## src/hdl/utf8_char_assembler_validator_defines.svh

```systemverilog
// Assertion macros shared by the UTF-8 assembler and validator RTL.
// Standalone header with no dependencies; the assertions compile away under SYNTHESIS.
`ifndef UTF8_CHAR_ASSEMBLER_VALIDATOR_DEFINES_SVH
`define UTF8_CHAR_ASSEMBLER_VALIDATOR_DEFINES_SVH
`ifndef SYNTHESIS
`define U8CAV_ASSERT(lbl, clk, rst, prop, msg) \
  lbl: assert property (@(posedge clk) disable iff (rst) prop) else $error(msg);
`define U8CAV_ASSERT_IMPL(lbl, clk, rst, ante, cons, msg) \
  lbl: assert property (@(posedge clk) disable iff (rst) (ante) |-> (cons)) else $error(msg);
`else
`define U8CAV_ASSERT(lbl, clk, rst, prop, msg)
`define U8CAV_ASSERT_IMPL(lbl, clk, rst, ante, cons, msg)
`endif
`endif

```

## src/hdl/u8cav_pkg.sv

```systemverilog
// Types, constants and decode functions for the UTF-8 assembler and validator.
// Has no dependencies; the assembler, the result register and the top level import it.
`timescale 1ns / 1ps
package u8cav_pkg;

  localparam logic [31:0] ASCII_MAX   = 32'h0000_007F;
  localparam logic [31:0] TWO_MIN     = 32'h0000_C280;
  localparam logic [31:0] TWO_MAX     = 32'h0000_DFBF;
  localparam logic [31:0] TWO_MASK    = 32'h0000_E0C0;
  localparam logic [31:0] TWO_PAT     = 32'h0000_C080;
  localparam logic [31:0] SURR_MIN    = 32'h00ED_A080;
  localparam logic [31:0] SURR_MAX    = 32'h00ED_BFBF;
  localparam logic [31:0] THREE_MIN   = 32'h00E0_A080;
  localparam logic [31:0] THREE_MAX   = 32'h00EF_BFBF;
  localparam logic [31:0] THREE_MASK  = 32'h00F0_C0C0;
  localparam logic [31:0] THREE_PAT   = 32'h00E0_8080;
  localparam logic [31:0] FOUR_MIN    = 32'hF090_8080;
  localparam logic [31:0] FOUR_MAX    = 32'hF48F_BFBF;
  localparam logic [31:0] FOUR_MASK   = 32'hF8C0_C0C0;
  localparam logic [31:0] FOUR_PAT    = 32'hF080_8080;

  typedef struct packed {
    logic        emit;
    logic [31:0] word;
    logic [2:0]  count;
    logic        ok;
  } res_t;

  function automatic logic [2:0] lead_length(input logic [7:0] b);
    logic [2:0] len;
    unique case (b[7:4]) inside
      [4'h0:4'h7]: len = 3'd1;
      [4'h8:4'hB]: len = 3'd0;
      4'hC, 4'hD:  len = 3'd2;
      4'hE:        len = 3'd3;
      default:     len = 3'd4;
    endcase
    return len;
  endfunction

  function automatic logic word_valid(input logic [31:0] w);
    logic ok;
    if (w <= ASCII_MAX) begin
      ok = 1'b1;
    end else if (w >= TWO_MIN && w <= TWO_MAX) begin
      ok = ((w & TWO_MASK) == TWO_PAT);
    end else if (w >= SURR_MIN && w <= SURR_MAX) begin
      ok = 1'b0;
    end else if (w >= THREE_MIN && w <= THREE_MAX) begin
      ok = ((w & THREE_MASK) == THREE_PAT);
    end else if (w >= FOUR_MIN && w <= FOUR_MAX) begin
      ok = ((w & FOUR_MASK) == FOUR_PAT);
    end else begin
      ok = 1'b0;
    end
    return ok;
  endfunction

endpackage

```

## src/hdl/u8cav_in_stage.sv

```systemverilog
// Input register of the UTF-8 assembler: holds one byte until the assembler takes it.
// Depends on nothing but the clock and reset.
`timescale 1ns / 1ps
module u8cav_in_stage (
  input  logic       clk,
  input  logic       rst,
  input  logic       in_valid,
  output logic       in_stall,
  input  logic [7:0] byte_in,
  input  logic       consume,
  output logic       a_valid,
  output logic [7:0] a_byte
);

  assign in_stall = a_valid && !consume;

  always_ff @(posedge clk) begin
    if (rst) begin
      a_valid <= 1'b0;
    end else if (!in_stall) begin
      a_valid <= in_valid;
    end
  end

  always_ff @(posedge clk) begin
    if (in_valid && !in_stall) begin
      a_byte <= byte_in;
    end
  end

endmodule

```

## src/hdl/u8cav_assembler.sv

```systemverilog
// Sequence tracker: decodes lead bytes, gathers following bytes and checks the word.
// Depends on u8cav_pkg and the assertion macro header.
`timescale 1ns / 1ps
`include "utf8_char_assembler_validator_defines.svh"
module u8cav_assembler
  import u8cav_pkg::*;
(
  input  logic       clk,
  input  logic       rst,
  input  logic       a_valid,
  input  logic [7:0] a_byte,
  input  logic       b_free,
  output logic       consume,
  output res_t       res
);

  logic [1:0]  bytes_pending;
  logic [1:0]  bytes_pending_next;
  logic [23:0] partial_word;
  logic [23:0] partial_word_next;
  logic [2:0]  sequence_length;
  logic [2:0]  sequence_length_next;
  logic [2:0]  lead_len;
  logic [31:0] joined;
  logic [1:0]  pending_dec;

  assign lead_len    = lead_length(a_byte);
  assign joined      = {partial_word, a_byte};
  assign pending_dec = bytes_pending - 2'd1;

  always_comb begin
    bytes_pending_next   = bytes_pending;
    partial_word_next    = partial_word;
    sequence_length_next = sequence_length;
    res.emit  = 1'b0;
    res.word  = joined;
    res.count = sequence_length;
    if (bytes_pending == 2'd0) begin
      if (lead_len <= 3'd1) begin
        res.emit  = 1'b1;
        res.word  = {24'd0, a_byte};
        res.count = 3'd1;
      end else begin
        partial_word_next    = {16'd0, a_byte};
        bytes_pending_next   = lead_len[1:0] - 2'd1;
        sequence_length_next = lead_len;
      end
    end else if (pending_dec != 2'd0) begin
      partial_word_next  = joined[23:0];
      bytes_pending_next = pending_dec;
    end else begin
      res.emit             = 1'b1;
      partial_word_next    = 24'd0;
      sequence_length_next = 3'd0;
      bytes_pending_next   = 2'd0;
    end
    res.ok = word_valid(res.word);
  end

  assign consume = a_valid && (b_free || !res.emit);

  always_ff @(posedge clk) begin
    if (rst) begin
      bytes_pending   <= 2'd0;
      partial_word    <= 24'd0;
      sequence_length <= 3'd0;
    end else if (consume) begin
      bytes_pending   <= bytes_pending_next;
      partial_word    <= partial_word_next;
      sequence_length <= sequence_length_next;
    end
  end

  `U8CAV_ASSERT(a_idle_match, clk, rst, ((bytes_pending == 2'd0) == (sequence_length == 3'd0)), "Pending count and sequence length disagree on an open sequence.")
  `U8CAV_ASSERT_IMPL(a_pending_bound, clk, rst, bytes_pending != 2'd0, {1'b0, bytes_pending} < sequence_length, "More bytes pending than the sequence length allows.")
  `U8CAV_ASSERT(a_open_after_lead, clk, rst, ((consume && !res.emit) |=> (bytes_pending != 2'd0)), "A byte without a result left no sequence open.")

endmodule

```

## src/hdl/u8cav_out_stage.sv

```systemverilog
// Result register of the UTF-8 assembler; it frees as soon as the consumer takes a result.
// Depends on u8cav_pkg and the assertion macro header.
`timescale 1ns / 1ps
`include "utf8_char_assembler_validator_defines.svh"
module u8cav_out_stage
  import u8cav_pkg::*;
(
  input  logic        clk,
  input  logic        rst,
  input  logic        consume,
  input  res_t        res,
  output logic        b_free,
  output logic        out_valid,
  input  logic        out_stall,
  output logic [31:0] code_word,
  output logic [2:0]  byte_count,
  output logic        is_valid
);

  logic load;

  assign b_free = !out_valid || !out_stall;
  assign load   = consume && res.emit;

  always_ff @(posedge clk) begin
    if (rst) begin
      out_valid <= 1'b0;
    end else if (b_free) begin
      out_valid <= load;
    end
  end

  always_ff @(posedge clk) begin
    if (load && b_free) begin
      code_word  <= res.word;
      byte_count <= res.count;
      is_valid   <= res.ok;
    end
  end

  `U8CAV_ASSERT_IMPL(a_count_range, clk, rst, out_valid, byte_count >= 3'd1 && byte_count <= 3'd4, "Result byte count out of range.")
  `U8CAV_ASSERT_IMPL(a_single_width, clk, rst, out_valid && byte_count == 3'd1, code_word[31:8] == 24'd0, "One-byte result carries upper bits.")
  `U8CAV_ASSERT_IMPL(a_ascii_only, clk, rst, out_valid && is_valid && byte_count == 3'd1, code_word[7] == 1'b0, "Valid one-byte result is not ASCII.")
  `U8CAV_ASSERT_IMPL(a_four_lead, clk, rst, out_valid && is_valid && byte_count == 3'd4, code_word[31:28] == 4'hF, "Valid four-byte result lacks a four-byte lead.")

endmodule

```

## src/hdl/utf8_char_assembler_validator.sv

```systemverilog
// Top level of the UTF-8 byte assembler and validator.
// Depends on u8cav_pkg, u8cav_in_stage, u8cav_assembler and u8cav_out_stage.
`timescale 1ns / 1ps
// The block takes one byte per clock unless stalled; the byte that ends a sequence passes
// through the input register and the result register. An ASCII byte or a stray continuation
// byte yields a one-byte result at once, while a lead byte opens a sequence of two to four
// bytes whose packed word, byte count and validity flag appear after its last byte. Bytes
// following a lead are taken as part of that sequence whatever their value; a bad byte only
// clears is_valid. An input register feeds a single pass of decode, shift and range compare
// into a result register, so a new byte is accepted every cycle as long as that register can drain.
module utf8_char_assembler_validator
  import u8cav_pkg::*;
(
  input  logic        clk,
  input  logic        rst,
  input  logic        in_valid,
  output logic        in_stall,
  input  logic [7:0]  byte_in,
  output logic        out_valid,
  input  logic        out_stall,
  output logic [31:0] code_word,
  output logic [2:0]  byte_count,
  output logic        is_valid
);

  logic       a_valid;
  logic [7:0] a_byte;
  logic       consume;
  logic       b_free;
  res_t       res;

  u8cav_in_stage u_in (
    .clk      (clk),
    .rst      (rst),
    .in_valid (in_valid),
    .in_stall (in_stall),
    .byte_in  (byte_in),
    .consume  (consume),
    .a_valid  (a_valid),
    .a_byte   (a_byte)
  );

  u8cav_assembler u_asm (
    .clk     (clk),
    .rst     (rst),
    .a_valid (a_valid),
    .a_byte  (a_byte),
    .b_free  (b_free),
    .consume (consume),
    .res     (res)
  );

  u8cav_out_stage u_out (
    .clk        (clk),
    .rst        (rst),
    .consume    (consume),
    .res        (res),
    .b_free     (b_free),
    .out_valid  (out_valid),
    .out_stall  (out_stall),
    .code_word  (code_word),
    .byte_count (byte_count),
    .is_valid   (is_valid)
  );

endmodule
```

## config.mk

```make
export PLATFORM = sky130hd
export DESIGN_NAME = utf8_char_assembler_validator
export DESIGN_NICKNAME = d
export VERILOG_FILES = /design/src/hdl/u8cav_pkg.sv /design/src/hdl/u8cav_in_stage.sv /design/src/hdl/u8cav_assembler.sv /design/src/hdl/u8cav_out_stage.sv /design/src/hdl/utf8_char_assembler_validator.sv
export VERILOG_INCLUDE_DIRS = /design/src /design/src/hdl
export SDC_FILE = /design/constraint.sdc
export NUM_CORES = 1
export LEC_CHECK = 0
export BUFFER_PORTS_ARGS = -buffer_cell sky130_fd_sc_hd__buf_4
export CORE_MARGIN = 2
export CORE_UTILIZATION = 50
export DETAILED_ROUTE_END_ITERATION = 6
export HOLD_SLACK_MARGIN = 0.1
export PLACE_DENSITY = 0.72
export SYNTH_ARGS = -nofsm -noshare
export SYNTH_HDL_FRONTEND = slang
export SYNTH_SLANG_ARGS = --single-unit
```

## constraint.sdc

```tcl
create_clock -name clk -period 3.9 [get_ports clk]
set_input_delay 0.78 -clock clk [delete_from_list [all_inputs] [get_ports clk]]
set_output_delay 0.78 -clock clk [all_outputs]
set_load 0.02 [all_outputs]
```

==> results of run 1 <==
==> cells in the mapped netlist (2+ instances only) <==
library cell   n  share of area, %
and3_1         3              0.59
and2_1        24               4.7
inv_1          6              0.71
nand2b_1       5              0.99
nor2b_1        5              0.99
nand4b_1       2              0.55
nor2_1        28               3.3
nor3_1         8               1.3
a31oi_1        2              0.40
o211ai_1       2              0.47
dfxtp_1       31                20
a21oi_1       16               2.5
ha_1           2              0.79
nand3_1       14               2.2
or3_1          2              0.40
edfxtp_1      44                42
nor4_1         4              0.79
o21ai_0        7               1.1
clkbuf_1      12               1.4
nand2_1       20               2.4
a22oi_1       16               3.8
nor4_2         2              0.79
nand4_1       11               2.2
==> metrics by stage <==
stage / cells / worst slack (ns) / instance area [um^2]
floorplan: 286 / 0.666 / 3170
global placement: 399 / 1.32 / 3600
detailed placement: 399 / 1.24 / 3600
CTS: 415 / 0.994 / 3750
global route: 415 / 0.829 / 3750
finish: 415 / 0.993 / 3750
==> state kept, by name, indices dropped and copies added, names as in the netlist <==
name / flops
u_out.code_word: 32
u_asm.partial_word: 24
u_in.a_byte: 8
u_asm.sequence_length: 3
u_out.byte_count: 3
u_asm.bytes_pending: 2
u_in.a_valid: 1
u_out.is_valid: 1
u_out.out_valid: 1
==> cells by family after synthesis <==
group                      share of synthesized area [%]
buffers and inverters                               2.73
and+or+nand+nor                                     23.8
DFF                                                 61.3
AOI/OAI and AO/OA                                   11.3
adders and majority gates                          0.790
==> layer usage <==
layer,track usage [%],vias to the layer above,part of all wire (%)
li1,-,1154,-
met3,5.04,16,6.4
met1,27.2,1128,45
met4,9.09,0,2.3
met5,0,-,0
met2,29.5,84,46
==> power groups by stage <==
stage          combinational [mW]  clock (mW)  sequential, mW
3_5_place_dp                0.141           0           0.906
6_report                    0.141       0.489           0.888
5_1_grt                     0.155       0.525           0.891
4_1_cts                     0.142       0.495           0.888
2_1_floorplan              0.0723           0           0.920
3_3_place_gp                0.139           0           0.905
==> final cells by class <==
type	count	area (um^2)	area share, %
tap	75	93.8	2.50
sequential	75	1940	51.8
clock buffer	13	139	3.70
timing repair buffer	52	390	10.4
multi-input combinational	191	1150	30.6
inverter	6	22.5	0.600
clock inverter	3	15.0	0.400
==> final timing paths <==
path / to / slack (ns)
hold reg to reg: u_asm.sequence_length[0] / 0.47
setup reg to reg: u_out.is_valid / 1.19
setup / recovery: in_stall / 0.99
hold / removal: u_asm.sequence_length[0] / 0.47
==> worst max-delay path, cell delays in order (launching register included) <==
cell and delay (ns):
dfxtp_1 0.37, inv_1 0.06, ha_1 0.33, nor2b_4 0.22, o21ai_0 0.45, nor2_1 0.16
buf_4 0.19
==> flow_summary.json, run 1 <==
{
  "min_path_type": "flop to flop",
  "post_cts_buffers": 0,
  "io_pins": 50,
  "power.internal_mw": 1.15,
  "seq_area_frac_synth_pct": 61.3,
  "wl_um": 6680,
  "drcViolationCount": 0,
  "num_antenna_cells": 0,
  "async_reset_ff_share_pct": 0,
  "pwr-share-seq_pct": 58.5,
  "portBuffers": 49,
  "synth_area_per_cell_um2": 11.1,
  "drtIter0Drc": 241,
  "ys_types": 43,
  "worst_pin_slew_ns": 0.646,
  "finalCritPeriodShare_pct": 74.5,
  "maxSlewViolCount": 0,
  "cp.arrival_ns": 2.13,
  "synth_fp_nets": 300,
  "place_congestion": 0.873,
  "cts_buffers": 9,
  "tritoncts": "yes",
  "final.fill_count": 521,
  "drive_gt1_share_pct": 21.8,
  "clkTransAtPathRegs_ns": 0.07,
  "netlist_area_um2": 3170,
  "ys_ff_latch": 75,
  "ant_nets": 0,
  "grt_pass1_vias": 2227,
  "cts-htree-levels": 3,
  "wire_per_inst_um": 16.1,
  "worstHoldPathCells": 2,
  "rr_startpoint": "u_asm.bytes_pending[0]",
  "end_kind": "output pin",
  "hp-start": "u_asm.sequence_length[0]",
  "status": "finished clean",
  "firstDrtPassIters": 4,
  "track_usage_pct": 19.8,
  "hpwl_um": 4530,
  "ir_drop_mv": 0.235,
  "hold_buffers": 0,
  "drv_cap": 0,
  "slew_headroom_pct": 56.8,
  "die_x_um": 83.6,
  "rows": 28,
  "routed_via_density": 5.74,
  "layout_common_cells": "52 x buf_4, 44 x edfxtp_1, 31 x dfxtp_1",
  "syn_inst": 286,
  "grt_overflow": 0,
  "fmax_mhz": 344,
  "area_growth_pct": 18.5,
  "power.share.switching_pct": 24.5,
  "vias": 2382,
  "grt_pass1_wl_um": 10800,
  "synth_edf_count": 44,
  "clock_latency_ns": 0.35,
  "rsz0062_at_grt": "no",
  "final.min_clock_period_ns": 2.91,
  "cp_max_fo": 14,
  "fin_util_pct": 62.3,
  "cp.required_ns": 3.12,
  "clkPwrFrac_pct": 32.2,
  "antenna_found_initial": 0,
  "die_area_um2": 6980,
  "powerDensity_nw_per_um2": 405,
  "ys_warn_count": 0,
  "final_common_cell": "buf_4",
  "setup_viol": 0,
  "final_nets": 349,
  "switching_power_mw": 0.372,
  "cts.sinks": 75,
  "cts_buffer_depth": 2,
  "post_cts_resized": 0,
  "finalPower_mw": 1.52,
  "tns_ns": 0,
  "hold_viol": 0,
  "ys.flop_type": "edfxtp_1",
  "clock_skew_ns": 0.00538,
  "fin_hold_ws_ns": 0.469,
  "crit_start": "u_asm.bytes_pending[0]",
  "path_class": "flop to output pin",
  "leakage_nw": 1.34,
  "start_util_pct": 52.5,
  "r2r_cells": 9,
  "core_area_um2": 6030,
  "grt_max_degree": 34,
  "die_y_um": 83.6,
  "cts_root_buffer": "clkbuf_8",
  "combinationalPowerShare_pct": 9.3,
  "startpoint_type": "flop"
}
No activity file was read; power rests on OpenSTA's default activity.
==> inputs of run 2 (changes only) <==
- clock period: 3.9 -> 2.7 ns (I/O delays scaled with it)
==> run 2 against run 1 <==
Final cell count up 0.96%; non-clock buffer count up 4; first-iteration DRC count down 14%; sequential power up 44%; via count up 1.0%; clock power up 93%; die area unchanged.
==> flow_summary.json, run 2 (synthesized netlist as in run 1, its figures left out) <==
{
  "wire_per_inst_um": 16.4,
  "tritoncts": "yes",
  "cts.sinks": 75,
  "final.fill_count": 515,
  "cpMaxStageDelayCell": "edfxtp_1",
  "fmax_mhz": 400,
  "path_class": "flop to output pin",
  "die_y_um": 83.6,
  "largest_reg_flops": 32,
  "drtIter0Drc": 207,
  "grt_overflow": 0,
  "drcViolationCount": 0,
  "worst_slack_ns": 0.203,
  "antenna_found_initial": 0,
  "end_kind": "output pin",
  "portBuffers": 49,
  "clkTransAtPathRegs_ns": 0.08,
  "firstDrtPassIters": 4,
  "ff2ff_setup_slack_ns": 0.26,
  "final_cell_area_um2": 3870,
  "grt_pass1_wl_um": 11000,
  "final_nets": 353,
  "powerDensity_nw_per_um2": 632,
  "crit_chain": "and2_1, nor2b_4, o21ai_1, nor2_1, buf_4",
  "hold_buffers": 0,
  "die_x_um": 83.6,
  "core_area_um2": 6030,
  "track_usage_pct": 20.2,
  "clock_skew_ns": 0.0141,
  "finalCritPeriodShare_pct": 92.5,
  "r2r_cells": 9,
  "hp-start": "byte_in[1]",
  "routed_via_density": 5.74,
  "final.min_clock_period_ns": 2.50,
  "drive_gt1_share_pct": 24.1,
  "hold_viol": 0,
  "finalPower_mw": 2.44,
  "cts_buffer_depth": 2,
  "largestRegisters": "u_out.code_word x32, u_asm.partial_word x24, u_in.a_byte x8",
  "num_antenna_cells": 0,
  "worstHoldPathCells": 1,
  "drv_cap": 0,
  "final_common_cell": "buf_4",
  "cts_root_buffer": "clkbuf_8",
  "placed_cell_area_um2": 3640,
  "place_congestion": 0.953,
  "clock_latency_ns": 0.36,
  "vias": 2406,
  "tns_ns": 0,
  "setup_viol": 0,
  "io_pins": 50,
  "maxSlewViolCount": 0,
  "status": "finished clean",
  "start_util_pct": 52.5,
  "cts_buffers": 9,
  "dp_slack_ns": 0.0909,
  "cp.arrival_ns": 1.96,
  "cp_slowest_stage_delay_ns": 0.54,
  "multi_input_area_um2": 1160,
  "hpwl_um": 4620,
  "grt_max_degree": 37,
  "area.sequential_um2": 1940,
  "cp_max_fo": 10,
  "startpoint_type": "flop",
  "grt_pass1_vias": 2182,
  "cts-htree-levels": 3,
  "regMostFlops": "u_out.code_word",
  "rr_startpoint": "u_asm.bytes_pending[0]",
  "rows": 28,
  "die_area_um2": 6980,
  "leakage_nw": 1.41,
  "post_cts_buffers": 0,
  "min_path_type": "input pin to flop",
  "ant_nets": 0,
  "layout_common_cells": "55 x buf_4, 44 x edfxtp_1, 31 x dfxtp_1",
  "rr_endpoint": "u_out.is_valid",
  "worst_pin_slew_ns": 0.565,
  "slew_headroom_pct": 62.0,
  "rsz0062_at_grt": "no",
  "ir_drop_mv": 0.384,
  "area_growth_pct": 22.2,
  "cp.required_ns": 2.16,
  "wl_um": 6870,
  "whs_endpoint": "u_in.a_byte[1]"
}
==> run 2: repair_timing <==
item	4_1_cts	5_1_grt
hold endpoints to repair	0	0
gates resized for setup	0	4
setup endpoints to repair	0	2
==> run 2: how the worst max path moves through the flow <==
| stage | from | to | cells past startpoint |
|---|---|---|---|
| after floorplan | u_in.a_byte[7] | u_out.byte_count[0] | 5 |
| after global routing | u_asm.bytes_pending[0] | u_out.is_valid | 9 |
| after CTS | u_asm.bytes_pending[0] | in_stall | 6 |
| after detailed placement | u_asm.bytes_pending[0] | u_out.is_valid | 9 |
| after global placement | u_asm.bytes_pending[0] | u_out.is_valid | 9 |
| final | u_in.a_byte[7] | in_stall | 5 |
==> run 2: cell type report <==
class / instances / share of cell area [%]
Clock buffer: 12 / 3.75
Timing Repair Buffer: 56 / 11.2
Clock inverter: 4 / 1.91
Multi-Input combinational cell: 191 / 29.9
Sequential cell: 75 / 50.2
Inverter: 6 / 0.582
Tap cell: 75 / 2.43
==> run 2: metrics by stage <==
step / hold slack (ns) / util, % / instances
5_1_grt: 0.338 / 64.2 / 419
3_5_place_dp: 0.448 / 60.4 / 403
3_3_place_gp: 0.437 / 60.4 / 403
2_1_floorplan: 0.427 / - / 286
6_report: 0.353 / 64.2 / 419
4_1_cts: 0.345 / 64.0 / 419
==> run 2: per-layer routing <==
| metal | wire, um | track usage [%] | vias to the layer above |
|---|---|---|---|
| met1 | 3080 | 27.8 | 1135 |
| met2 | 3170 | 29.0 | 96 |
| met4 | 127 | 8.21 | 0 |
| met5 | 0 | 0 | - |
| met3 | 494 | 7.22 | 11 |
| li1 | - | - | 1164 |
==> run 2: critical path, delay by kind of cell (launching register included) <==
kind	cells	cell delay, ns
and+or+nand+nor	3	0.71
DFF	1	0.54
buffers and inverters	1	0.18
AOI/OAI and AO/OA	1	0.17
==> run 2: power breakdown <==
part           total [mW]  internal (mW)  switching, mW
sequential           1.28           1.25         0.0304
clock               0.945          0.546          0.398
combinational       0.217         0.0854          0.132
total                2.44           1.88          0.561
